File: src/design/rdc_pkg.sv
`timescale 1ns / 1ps
// Shared types and constants for the radix digit converter.
// No dependencies; imported by rdc_ctrl, rdc_dpath and radix_digit_converter.
package rdc_pkg;

  // Width of the base and digit fields
  localparam int unsigned DIGIT_W = 6;

  // Legal range of the target base
  localparam logic [DIGIT_W-1:0] BASE_MIN = 6'd2;
  localparam logic [DIGIT_W-1:0] BASE_MAX = 6'd36;

  // Commands from the controller to the datapath
  typedef struct packed {
    logic load;       // capture value and base, clear remainder
    logic emit_zero;  // present the single word for a zero value
    logic step;       // one restoring division iteration
    logic push;       // push remainder, restart division on the quotient
    logic pop;        // read the top of the digit stack
  } rdc_cmd_t;

  // Status from the datapath to the controller
  typedef struct packed {
    logic in_zero;     // value on the input port is zero
    logic bit_last;    // this iteration produces the last quotient bit
    logic quo_zero;    // quotient of the finished division is zero
    logic stack_one;   // exactly one digit left on the stack
    logic stack_empty; // digit stack holds nothing
  } rdc_status_t;

endpackage

File: src/design/rdc_ctrl.sv
`timescale 1ns / 1ps
// Sequencer for the radix digit converter: divide, push, then pop phases.
// Depends on rdc_pkg for the command and status structs.
module rdc_ctrl (
  input  logic                clk,
  input  logic                rst_n,
  input  logic                start,
  input  rdc_pkg::rdc_status_t status,
  output rdc_pkg::rdc_cmd_t    cmd,
  output logic                busy
);
  import rdc_pkg::*;

  typedef enum logic [1:0] {
    ST_IDLE,
    ST_DIV,
    ST_PUSH,
    ST_POP
  } state_t;

  state_t state_r, state_nxt;
  logic   busy_r, busy_nxt;

  // Next state and commands
  always_comb begin
    state_nxt = state_r;
    cmd       = '0;
    case (state_r)
      ST_IDLE: begin
        if (start) begin
          cmd.load = 1'b1;
          if (status.in_zero) begin
            cmd.emit_zero = 1'b1;
          end else begin
            state_nxt = ST_DIV;
          end
        end
      end
      ST_DIV: begin
        cmd.step = 1'b1;
        if (status.bit_last) begin
          state_nxt = ST_PUSH;
        end
      end
      ST_PUSH: begin
        cmd.push = 1'b1;
        if (status.quo_zero) begin
          state_nxt = ST_POP;
        end else begin
          state_nxt = ST_DIV;
        end
      end
      ST_POP: begin
        cmd.pop = 1'b1;
        if (status.stack_one) begin
          state_nxt = ST_IDLE;
        end
      end
      default: begin
        state_nxt = ST_IDLE;
      end
    endcase
    busy_nxt = (state_nxt != ST_IDLE);
  end

  // Hold state and the registered busy flag
  always_ff @(posedge clk) begin
    if (!rst_n) begin
      state_r <= ST_IDLE;
      busy_r  <= 1'b0;
    end else begin
      state_r <= state_nxt;
      busy_r  <= busy_nxt;
    end
  end

  assign busy = busy_r;

`ifndef NO_ASSERTIONS
  // Busy only rises on an accepted start
  a_busy_rise: assert property (@(posedge clk) disable iff (!rst_n)
    $rose(busy_r) |-> $past(start))
    else $error("busy rose without start");

  // A push always follows a division pass
  a_push_after_div: assert property (@(posedge clk) disable iff (!rst_n)
    state_r == ST_PUSH |-> $past(state_r) == ST_DIV)
    else $error("push without preceding division");

  // Never pop from an empty stack
  a_pop_nonempty: assert property (@(posedge clk) disable iff (!rst_n)
    state_r == ST_POP |-> !status.stack_empty)
    else $error("pop phase with empty stack");
`endif

endmodule

File: src/design/rdc_dpath.sv
`timescale 1ns / 1ps
// Datapath for the radix digit converter: bit-serial divider, digit stack
// memory and output registers. Depends on rdc_pkg.
module rdc_dpath #(
  parameter int unsigned MAX_DIGITS = 32,
  parameter int unsigned VALUE_BITS = 31
) (
  input  logic                        clk,
  input  logic                        rst_n,
  input  rdc_pkg::rdc_cmd_t           cmd,
  input  logic [VALUE_BITS-1:0]       in_value,
  input  logic [rdc_pkg::DIGIT_W-1:0] in_base,
  output rdc_pkg::rdc_status_t        status,
  output logic                        out_strobe,
  output logic [rdc_pkg::DIGIT_W-1:0] out_digit,
  output logic                        out_zero_input,
  output logic                        out_last
);
  import rdc_pkg::*;

  localparam int unsigned AW = $clog2(MAX_DIGITS);
  localparam int unsigned CW = $clog2(MAX_DIGITS + 1);
  localparam int unsigned BW = $clog2(VALUE_BITS);

  logic [VALUE_BITS-1:0] div_r, div_nxt;
  logic [DIGIT_W-1:0]    rem_r, rem_nxt;
  logic [DIGIT_W-1:0]    base_r, base_nxt;
  logic [BW-1:0]         bit_cnt_r, bit_cnt_nxt;
  logic [CW-1:0]         cnt_r, cnt_nxt;
  logic                  strobe_r, zero_r, last_r;
  logic [DIGIT_W-1:0]    rd_data_r;

  logic [DIGIT_W-1:0]    mem [MAX_DIGITS];

  logic [DIGIT_W:0]      rem_sh;
  logic                  rem_ge;
  logic [DIGIT_W:0]      rem_sub;
  logic [DIGIT_W-1:0]    base_clamp;
  logic [CW-1:0]         cnt_dec;
  logic [AW-1:0]         pop_addr;
  logic                  can_push;

  // Clamp the requested base to the legal range
  always_comb begin
    base_clamp = in_base;
    if (in_base < BASE_MIN) begin
      base_clamp = BASE_MIN;
    end else if (in_base > BASE_MAX) begin
      base_clamp = BASE_MAX;
    end
  end

  // One restoring division iteration: shift in a dividend bit, trial subtract
  assign rem_sh  = {rem_r, div_r[VALUE_BITS-1]};
  assign rem_ge  = (rem_sh >= {1'b0, base_r});
  assign rem_sub = rem_sh - {1'b0, base_r};

  assign cnt_dec  = cnt_r - CW'(1);
  assign pop_addr = cnt_dec[AW-1:0];
  assign can_push = (cnt_r < CW'(MAX_DIGITS));

  // Next values for the divider and stack pointer
  always_comb begin
    div_nxt     = div_r;
    rem_nxt     = rem_r;
    base_nxt    = base_r;
    bit_cnt_nxt = bit_cnt_r;
    cnt_nxt     = cnt_r;
    if (cmd.load) begin
      div_nxt     = in_value;
      rem_nxt     = '0;
      base_nxt    = base_clamp;
      bit_cnt_nxt = '0;
    end
    if (cmd.step) begin
      div_nxt     = {div_r[VALUE_BITS-2:0], rem_ge};
      rem_nxt     = rem_ge ? rem_sub[DIGIT_W-1:0] : rem_sh[DIGIT_W-1:0];
      bit_cnt_nxt = bit_cnt_r + BW'(1);
    end
    if (cmd.push) begin
      rem_nxt     = '0;
      bit_cnt_nxt = '0;
      if (can_push) begin
        cnt_nxt = cnt_r + CW'(1);
      end
    end
    if (cmd.pop) begin
      cnt_nxt = cnt_dec;
    end
  end

  // Hold divider state and stack pointer
  always_ff @(posedge clk) begin
    if (!rst_n) begin
      rem_r     <= '0;
      base_r    <= BASE_MIN;
      bit_cnt_r <= '0;
      cnt_r     <= '0;
    end else begin
      rem_r     <= rem_nxt;
      base_r    <= base_nxt;
      bit_cnt_r <= bit_cnt_nxt;
      cnt_r     <= cnt_nxt;
    end
  end

  always_ff @(posedge clk) begin
    div_r <= div_nxt;
  end

  // Digit stack: push the remainder, pop into a registered read word;
  // drop the more significant digits once the stack is full
  always_ff @(posedge clk) begin
    if (cmd.push && can_push) begin
      mem[cnt_r[AW-1:0]] <= rem_r;
    end
    if (cmd.pop) begin
      rd_data_r <= mem[pop_addr];
    end
  end

  // Output strobe and flags, registered in the cycle after the pop or zero detect
  always_ff @(posedge clk) begin
    if (!rst_n) begin
      strobe_r <= 1'b0;
      zero_r   <= 1'b0;
      last_r   <= 1'b0;
    end else begin
      strobe_r <= cmd.pop | cmd.emit_zero;
      zero_r   <= cmd.emit_zero;
      last_r   <= cmd.emit_zero | (cmd.pop && (cnt_r == CW'(1)));
    end
  end

  assign out_strobe     = strobe_r;
  assign out_zero_input = zero_r;
  assign out_last       = last_r;
  assign out_digit      = zero_r ? '0 : rd_data_r;

  // Status back to the controller
  assign status.in_zero     = (in_value == '0);
  assign status.bit_last    = (bit_cnt_r == BW'(VALUE_BITS - 1));
  assign status.quo_zero    = (div_r == '0);
  assign status.stack_one   = (cnt_r == CW'(1));
  assign status.stack_empty = (cnt_r == '0);

`ifndef NO_ASSERTIONS
  // The partial remainder always stays below the base
  a_rem_below_base: assert property (@(posedge clk) disable iff (!rst_n)
    rem_r < base_r)
    else $error("remainder not below base");

  // A digit word comes from a pop in the previous cycle
  a_digit_from_pop: assert property (@(posedge clk) disable iff (!rst_n)
    out_strobe && !zero_r |-> $past(cmd.pop))
    else $error("digit word without pop");

  // The stack is empty after the last word of a conversion
  a_empty_after_last: assert property (@(posedge clk) disable iff (!rst_n)
    out_strobe && out_last |-> cnt_r == '0)
    else $error("stack not empty after last word");
`endif

endmodule

File: src/design/radix_digit_converter.sv
`timescale 1ns / 1ps
// Top level of the radix digit converter: controller plus datapath.
// Depends on rdc_pkg, rdc_ctrl and rdc_dpath.
//
// Usage:
//   Drive in_value and in_base and raise start; the word is taken at a rising
//   edge where start is high and busy is low. Bases below 2 act as 2, bases
//   above 36 act as 36.
//   Each digit appears on out_digit for one cycle with out_strobe high, most
//   significant first; out_last marks the final digit. A zero value gives one
//   word with out_zero_input and out_last set, in the cycle after acceptance,
//   and busy stays low.
//   Each digit takes a division pass over all VALUE_BITS dividend bits in the
//   bit-serial divider (one quotient bit per cycle), plus one push step; the
//   pops then deliver one digit per cycle. The last digit is on the ports in
//   the same cycle as busy falls, and a new start may be taken while that
//   last digit is on the ports.
//   The receiver cannot stall: every strobed word must be taken.
//   Reset (rst_n low, synchronous) returns the block to idle with the digit
//   stack empty; no clearing pass is needed.
module radix_digit_converter #(
  parameter int unsigned MAX_DIGITS = 32,
  parameter int unsigned VALUE_BITS = 31
) (
  input  logic                        clk,
  input  logic                        rst_n,
  input  logic                        start,
  output logic                        busy,
  input  logic [VALUE_BITS-1:0]       in_value,
  input  logic [rdc_pkg::DIGIT_W-1:0] in_base,
  output logic                        out_strobe,
  output logic [rdc_pkg::DIGIT_W-1:0] out_digit,
  output logic                        out_zero_input,
  output logic                        out_last
);
  import rdc_pkg::*;

  rdc_cmd_t    cmd;
  rdc_status_t status;

  // Sequencer
  rdc_ctrl u_ctrl (
    .clk    (clk),
    .rst_n  (rst_n),
    .start  (start),
    .status (status),
    .cmd    (cmd),
    .busy   (busy)
  );

  // Divider, digit stack and output registers
  rdc_dpath #(
    .MAX_DIGITS (MAX_DIGITS),
    .VALUE_BITS (VALUE_BITS)
  ) u_dpath (
    .clk            (clk),
    .rst_n          (rst_n),
    .cmd            (cmd),
    .in_value       (in_value),
    .in_base        (in_base),
    .status         (status),
    .out_strobe     (out_strobe),
    .out_digit      (out_digit),
    .out_zero_input (out_zero_input),
    .out_last       (out_last)
  );

endmodule
File: config.mk
export PLATFORM = sky130hd
export DESIGN_NAME = radix_digit_converter
export DESIGN_NICKNAME = d
export VERILOG_FILES = /design/src/design/rdc_pkg.sv /design/src/design/rdc_ctrl.sv /design/src/design/rdc_dpath.sv /design/src/design/radix_digit_converter.sv
export SDC_FILE = /design/constraint.sdc
export NUM_CORES = 1
export LEC_CHECK = 0
export BUFFER_PORTS_ARGS = -buffer_cell sky130_fd_sc_hd__buf_2
export CAP_MARGIN = 15
export CORE_UTILIZATION = 50
export CTS_BUF_LIST = sky130_fd_sc_hd__clkbuf_2 sky130_fd_sc_hd__clkbuf_4 sky130_fd_sc_hd__clkbuf_8
export CTS_CLUSTER_DIAMETER = 120
export DETAILED_ROUTE_END_ITERATION = 6
export GPL_ROUTABILITY_DRIVEN = 0
export GPL_TIMING_DRIVEN = 0
export PLACE_DENSITY = 0.65
export SLEW_MARGIN = 25
export SYNTH_ARGS = -nofsm -noshare
export SYNTH_HDL_FRONTEND = slang
export SYNTH_SLANG_ARGS = --single-unit
File: constraint.sdc
create_clock -name clk -period 3.15 [get_ports clk]
set_input_delay 0.315 -clock clk [delete_from_list [all_inputs] [get_ports clk]]
set_output_delay 0.315 -clock clk [all_outputs]
set_load 0.05 [all_outputs]
==> summary.md, run 1 <==
| Metric | Value |
|---|---|
| Pin count of the biggest net entering global routing | 36 |
| Reg area | 7460 sq um |
| Initial drt markers | about 480 |
| Area Growth Syn to Fin | 14.0% |
| First-pass GRT wire length | ~37000 microns |
| Mapped Area | around 11000 sq um |
| Clk buf depth | 3 |
| Std-Cell Rows | 54 |
| Setup CP Type | flop to flop |
| Diodes inserted | 0 |
| Critical Path RT | between 3000 and 4000 ps |
| Seq cells post-synth | around 260 |
| Final setup violating endpoints | 0 |
| Reg clk slew, reported paths | about 60 ps |
| Fin util | 0.581 |
| FILL cells | between 1500 and 2000 |
| Ports | 50 |
| Synth Area per Inst | 14.4 sq um |
| Latest clock arrival within the worst-skew pair | about 530 ps |
| Via density | 5.70 |
| Worst-Margin Slew | ~900 ps |
| Main synth FF type | edfxtp_1 |
| WL/cell | between 15 and 20 microns |
| Most common cell after layout, fill and taps aside | edfxtp_1 |
| CTS hold repair buffers | 0 |
| Share of layout cells above drive strength 1 | 0.231 |
| Syn nets | approximately 830 |
| Setup crit end kind | flop |
| Worst IR drop on VDD | between 0.3 and 0.4 mV |
| Static Leakage | around 4.3 nW |
| Initial antenna violation count | 0 |
| Yosys warns | 0 |
| Fin Hold WS | 56.6 ps |
| Footprint of the multi-input gates | 3380 sq um |
| EDFF count, synth | 229 |
| Crit path max fanout | 10 |
| Area contributors post-synth | edfxtp_1 (62%), mux4_2 (9.8%), dfxtp_1 (5.2%) |
| Nature of the critical path startpoint | flop |
| Tot GR Track Use | 0.217 |
| Yosys top cell by area | edfxtp_1 |
| Most frequent cells in the layout | edfxtp_1 (229), nand2_1 (143), nor2_1 (57) |
| Maxcap violations | 0 |
| TritonCTS clock tree | yes |
| Fin crit share | 0.947 |
| Final ANT Viol Nets | 0 |
| Power per standard cell area | 596 nW/um^2 |
| Vias | approximately 6700 |
| Die ar. | between 20000 and 25000 sq um |
| Final Skew | roughly 20 ps |
| Nets | 922 |
| Drt pass-1 iters | 5 |
| Status | completed |
| DRC viols | 0 |
| Initial core utilization | 0.509 |
| Fin crit period | between 2000 and 3000 ps |
| Core area | 21800 sq um |
| Post-synth ARST share | 0 |
| Library cells used by synthesis | 63 |
| Arrival @ worst endpoint | roughly 3300 ps |
| CTS sink cnt | 258 |
| Hold Fails Final Rpt | 0 |
| Die Width | 151 microns |
| Hold WC Path Type | primary input to flop |
| Max Slew Vio Count | 0 |
| Total grt overflow | 0 |
| Vias in the first global route | between 6000 and 7000 |
| Final HPWL DP | between 15000 and 20000 microns |
| Top cell type's share of synthesized area | 0.621 |
| Drt total wl | between 20000 and 25000 microns |
| Post-synthesis cell count | ~770 |
| Die height | roughly 150 microns |
| Worst slew margin | 0.399 |
| Fmax | between 0.3 and 0.4 GHz |
| TritonCTS Buffers | 43 |
| Post-synthesis sequential area ratio | 0.673 |
| # port buffers | 48 |
| H-tree Lvls | 2 |
| Root Driver | clkbuf_8 |
[worst paths after layout]
check                     from                    to  slack [ps]  depth (start not counted)
min reg2reg  u_dpath.base_r[4]     u_dpath.base_r[4]         460                          2
max           u_dpath.cnt_r[0]  u_dpath.rd_data_r[3]         170                          9
max reg2reg   u_dpath.cnt_r[0]  u_dpath.rd_data_r[3]         170                          9
min                 in_base[2]     u_dpath.base_r[2]          60                          3
[metrics by stage]
stage                     cells  worst slack [ps]  setup TNS [ps]  power (W)  cell area [sq um]
after floorplan             772               554               0    0.00436              11100
after global placement     1100              -215           -1060    0.00452              11700
after detailed placement   1100              -216           -1200    0.00456              11700
after CTS                  1178              15.0               0    0.00761              12600
after global routing       1181             -23.2           -59.4    0.00781              12600
final                      1181               167               0    0.00753              12600
[sequential cells by signal, summed over array words and instances, names as in the netlist, 2 cells and up]
signal,count
u_dpath.base_r,6
u_dpath.mem,192
u_ctrl.state_r,2
u_dpath.cnt_r,6
u_dpath.bit_cnt_r,5
u_dpath.rd_data_r,6
u_dpath.rem_r,6
u_dpath.div_r,31
[cell usage after synthesis, drive strengths merged (2+ instances only)]
| cell type | count |
|---|---|
| a22oi | 2 |
| nand3b | 3 |
| o21a | 2 |
| o21ai | 11 |
| a211o | 6 |
| nand2b | 6 |
| a211oi | 2 |
| o211ai | 5 |
| nand2 | 143 |
| nand3 | 16 |
| or2 | 3 |
| a41oi | 2 |
| mux4 | 48 |
| nor2 | 57 |
| edfxtp | 229 |
| o22ai | 6 |
| a21oi | 17 |
| o221ai | 2 |
| mux2i | 14 |
| o221a | 2 |
| and3 | 3 |
| or3b | 2 |
| nor3 | 14 |
| and2 | 3 |
| nand4 | 11 |
| inv | 20 |
| buf | 18 |
| nor4 | 14 |
| a31oi | 5 |
| or3 | 3 |
| clkbuf | 20 |
| dfxtp | 29 |
| ha | 13 |
| a32o | 2 |
| a21boi | 5 |
| xnor2 | 7 |
| nor2b | 10 |
| xor2 | 3 |
[worst max-delay path: stages, from the launching register on]
cell      delay, ps
dfxtp_1         410
buf_6           210
clkbuf_4        270
inv_1           110
ha_1            380
clkbuf_4        290
mux4_2          330
mux2i_1         210
o22ai_1         180
a211o_1         320
[cell families (layout without fill, tap and decap cells)]
| kind of cell | Yosys count | in the layout | share of synthesized area |
|---|---|---|---|
| xor gates and xnor gates | 10 | 10 | 0.00858 |
| buffers and inverters | 58 | 187 | 0.0232 |
| and+or+nand+nor | 291 | 291 | 0.117 |
| adders and majority gates | 14 | 14 | 0.0165 |
| AOI/OAI and AO/OA | 79 | 79 | 0.0510 |
| muxes | 62 | 62 | 0.110 |
| DFF | 258 | 258 | 0.673 |
[power by group]
part | internal [W] | switching, W
clock network | 0.00179 | 0.00125
logic | 0.000152 | 0.000255
registers | 0.00391 | 0.000174
[per-layer routing]
| layer | routed length (microns) | vias to the layer above | GRT usage |
|---|---|---|---|
| met3 | 1370 | 59 | 0.0425 |
| met2 | 11400 | 243 | 0.356 |
| met5 | 0 | - | 0 |
| met4 | 668 | 0 | 0.0940 |
| li1 | - | 3135 | - |
| met1 | 9820 | 3292 | 0.281 |
[final cells by class]
class / count / area share
Tap cell: 280 / 0.0277
Inverter: 20 / 0.00594
Sequential cell: 258 / 0.591
Buffer: 38 / 0.0158
Clock inverter: 9 / 0.00703
Clock buffer: 69 / 0.0643
Timing Repair Buffer: 51 / 0.0208
Multi-Input combinational cell: 456 / 0.267
[timing repair]
item	in CTS	in global routing
endpoints found under the setup margin	6	6
pin swaps	0	1
setup buffers	0	3
gates resized for setup	5	6
(Power assumes the default switching activity.)
==> run 2, diff against run 1 <==
PLACE_DENSITY = 0.68   (was 0.65)
clock period = 2.7 ns   (was 3.15 ns; I/O delays follow)
==> run 2 against run 1 <==
Compared with the run above:
- largest cell class unchanged
- critical endpoint is now u_dpath.mem[14][0]
- clock power up 22%
- largest power group unchanged
- critical path depth down 3
- sequential power up 17%
- first-iteration DRC count down 13%
- wire length up 0.49%
- power up 19%
- sequential share of layout area down 1.2 points
- register-to-register slack worse by 90 ps
- utilization up 1.2 points
- critical path type unchanged
- clock skew up 7.0 ps
==> summary.md, run 2 (same netlist as run 1, synthesis figures left out) <==
| Metric | Value |
|---|---|
| R2R Path End | u_dpath.mem[14][0] |
| Reg area | 7470 sq um (about the same) |
| DRC viols | 0 (unchanged) |
| Arrival @ worst endpoint | 2800 ps (-460 ps) |
| Critical Path RT | 2880 ps (-550 ps) |
| Fin crit period | 2630 ps (-358 ps) |
| Clk buf depth | 3 (unchanged) |
| WHS Path Cells | 3 (unchanged) |
| Post-Route M1 WL | 10100 microns (+2.5%) |
| Net Sw Frac | 0.224 (+0.00119) |
| Static Leakage | 4.42 nW (+1.9%) |
| Vias | 6757 (+0.42%) |
| Tot GR Track Use | 0.216 (-0.000878) |
| Internal cell power | 0.00695 W (+19%) |
| Fin util | 0.593 (+0.0124) |
| Max FFs per register | 192 (unchanged) |
| Hold WC Path Type | primary input to flop |
| Pin count of the biggest net entering global routing | 36 (unchanged) |
| Reg2reg setup slack | 70 ps (-90 ps) |
| Setup CP Type | flop to flop |
| Routed met3 length | 1280 microns (-6.7%) |
| Crit path max fanout | 10 (unchanged) |
| Nature of the critical path startpoint | flop |
| Final ANT Viol Nets | 0 (unchanged) |
| Fmax | 0.381 GHz (+14%) |
| Latest clock arrival within the worst-skew pair | 550 ps (+20 ps) |
| Setup crit end kind | flop |
| Maxcap violations | 0 (unchanged) |
| R2r worst-path depth | 6 (-3) |
| Power per standard cell area | 694 nW/um^2 (+16%) |
| WL/cell | 19.6 microns (-0.69%) |
| Combinational Power Share | 0.054 (about the same) |
| Clock network power share | 0.414 (+0.010) |
| Fin crit share | 0.972 (+0.0253) |
| Area Growth Syn to Fin | 16.4% |
| # port buffers | 48 (unchanged) |
| Wire length on met2 | 11200 microns (-1.4%) |
| Initial antenna violation count | 1 (+1) |
| Hold endpoint | u_dpath.div_r[9] |
| TritonCTS clock tree | yes |
| Worst-Margin Slew | 890 ps (-9.06 ps) |
| CTS sink cnt | 258 (unchanged) |
| Reg power frac | 0.532 (-0.010) |
| Most common cell after layout, fill and taps aside | edfxtp_1 |
| Die Width | 151 microns (unchanged) |
| First-pass GRT wire length | 36300 microns (-0.51%) |
| Die height | 151 microns (unchanged) |
| Max Slew Vio Count | 0 (unchanged) |
| Nets | 935 (+1.4%) |
| Final Skew | 27.3 ps (+7.03 ps) |
| Status | completed |
| Std-Cell Rows | 54 (unchanged) |
| Initial drt markers | 420 (-13%) |
| Top Metal Used | met4 |
| H-tree Lvls | 2 (unchanged) |
| Worst hold start | in_value[9] |
| Final setup violating endpoints | 0 (unchanged) |
| Worst slew margin | 0.405 (+0.00606) |
| Via density | 5.65 (-0.76%) |
| Worst IR drop on VDD | 0.396 mV (+15%) |
| Drt total wl | 23400 microns (+0.49%) |
| Share of layout cells above drive strength 1 | 0.239 (+0.00766) |
| Core area | 21800 sq um (unchanged) |
| Fin Hold WS | 18.8 ps (-37.7 ps) |
| Sw Pwr | 0.00200 W (+20%) |
| Drt pass-1 iters | 5 (unchanged) |
| Ports | 50 (unchanged) |
| FILL cells | 1717 (-0.69%) |
| Hold Fails Final Rpt | 0 (unchanged) |
| Vias in the first global route | 6722 (-1.9%) |
| Final HPWL DP | 15100 microns (-1.8%) |
| Most frequent cells in the layout | edfxtp_1 (229), nand2_1 (143), nor2_1 (57) |
| Initial core utilization | 0.509 (unchanged) |
| Total grt overflow | 0 (unchanged) |
| FF-to-FF Start | u_dpath.cnt_r[0] |
| Footprint of the multi-input gates | 3420 sq um (+1.4%) |
| Reg clk slew, reported paths | 60 ps (about the same) |
| TritonCTS Buffers | 44 (+2.3%) |
| Root Driver | clkbuf_8 |
| Die ar. | 22800 sq um (unchanged) |
## run 2: metrics by stage
stage / setup WS (ps) / cells / cell area (sq um) / total power [W] / TNS, ps
2_1_floorplan: 104 / 772 / 11100 / 0.00508 / 0
3_3_place_gp: -665 / 1100 / 11700 / 0.00529 / -5040
3_5_place_dp: -697 / 1100 / 11700 / 0.00531 / -4570
4_1_cts: 14.5 / 1194 / 12800 / 0.00902 / 0
5_1_grt: -20.3 / 1194 / 12900 / 0.00928 / -113
6_report: 74.8 / 1195 / 12900 / 0.00895 / 0
## run 2: timing repair
action | in CTS | in global routing
resized for setup | 22 | 9
hold buffers | 13 | 0
setup buffers | 2 | 0
setup endpoints to repair | 18 | 14
endpoints found under the hold margin | 13 | 0
pin swaps | 1 | 1
## run 2: critical path: stages (launching register included)
cell,delay [ps]
dfxtp_2,350
buf_12,160
buf_8,150
inv_1,150
ha_1,170
nand3_1,400
nor3_1,880
## run 2: worst max-delay path by stage
stage                           startpoint                    to  cells after the start
after floorplan           u_dpath.cnt_r[0]  u_dpath.rd_data_r[0]                     10
after global placement    u_dpath.cnt_r[0]  u_dpath.rd_data_r[0]                      9
after detailed placement  u_dpath.cnt_r[0]  u_dpath.rd_data_r[2]                      9
after CTS                 u_dpath.cnt_r[0]  u_dpath.rd_data_r[0]                      9
after global routing      u_dpath.cnt_r[0]    u_dpath.mem[14][0]                      6
final                     u_dpath.cnt_r[0]    u_dpath.mem[14][0]                      6
## run 2: power groups by stage
stage          sequential, W  clock (W)  combinational [W]
6_report             0.00476    0.00370           0.000483
5_1_grt              0.00479    0.00394           0.000551
4_1_cts              0.00476    0.00377           0.000483
3_5_place_dp         0.00485          0           0.000465
3_3_place_gp         0.00483          0           0.000460
2_1_floorplan        0.00474          0           0.000340
## run 2: cell type report
class,instances,share of cell area
timing repair buffer,63,0.0302
buffer,38,0.0188
antenna,1,0.000194
tap,280,0.0272
clock buffer,71,0.0665
clock inverter,8,0.00718
inverter,20,0.00582
multi-input combinational,456,0.265
sequential,258,0.579
## run 2: per-layer routing
layer,vias to the layer above,global-route usage
met1,3280,0.285
met5,-,0
met3,56,0.0422
li1,3177,-
met4,0,0.0920
met2,244,0.350
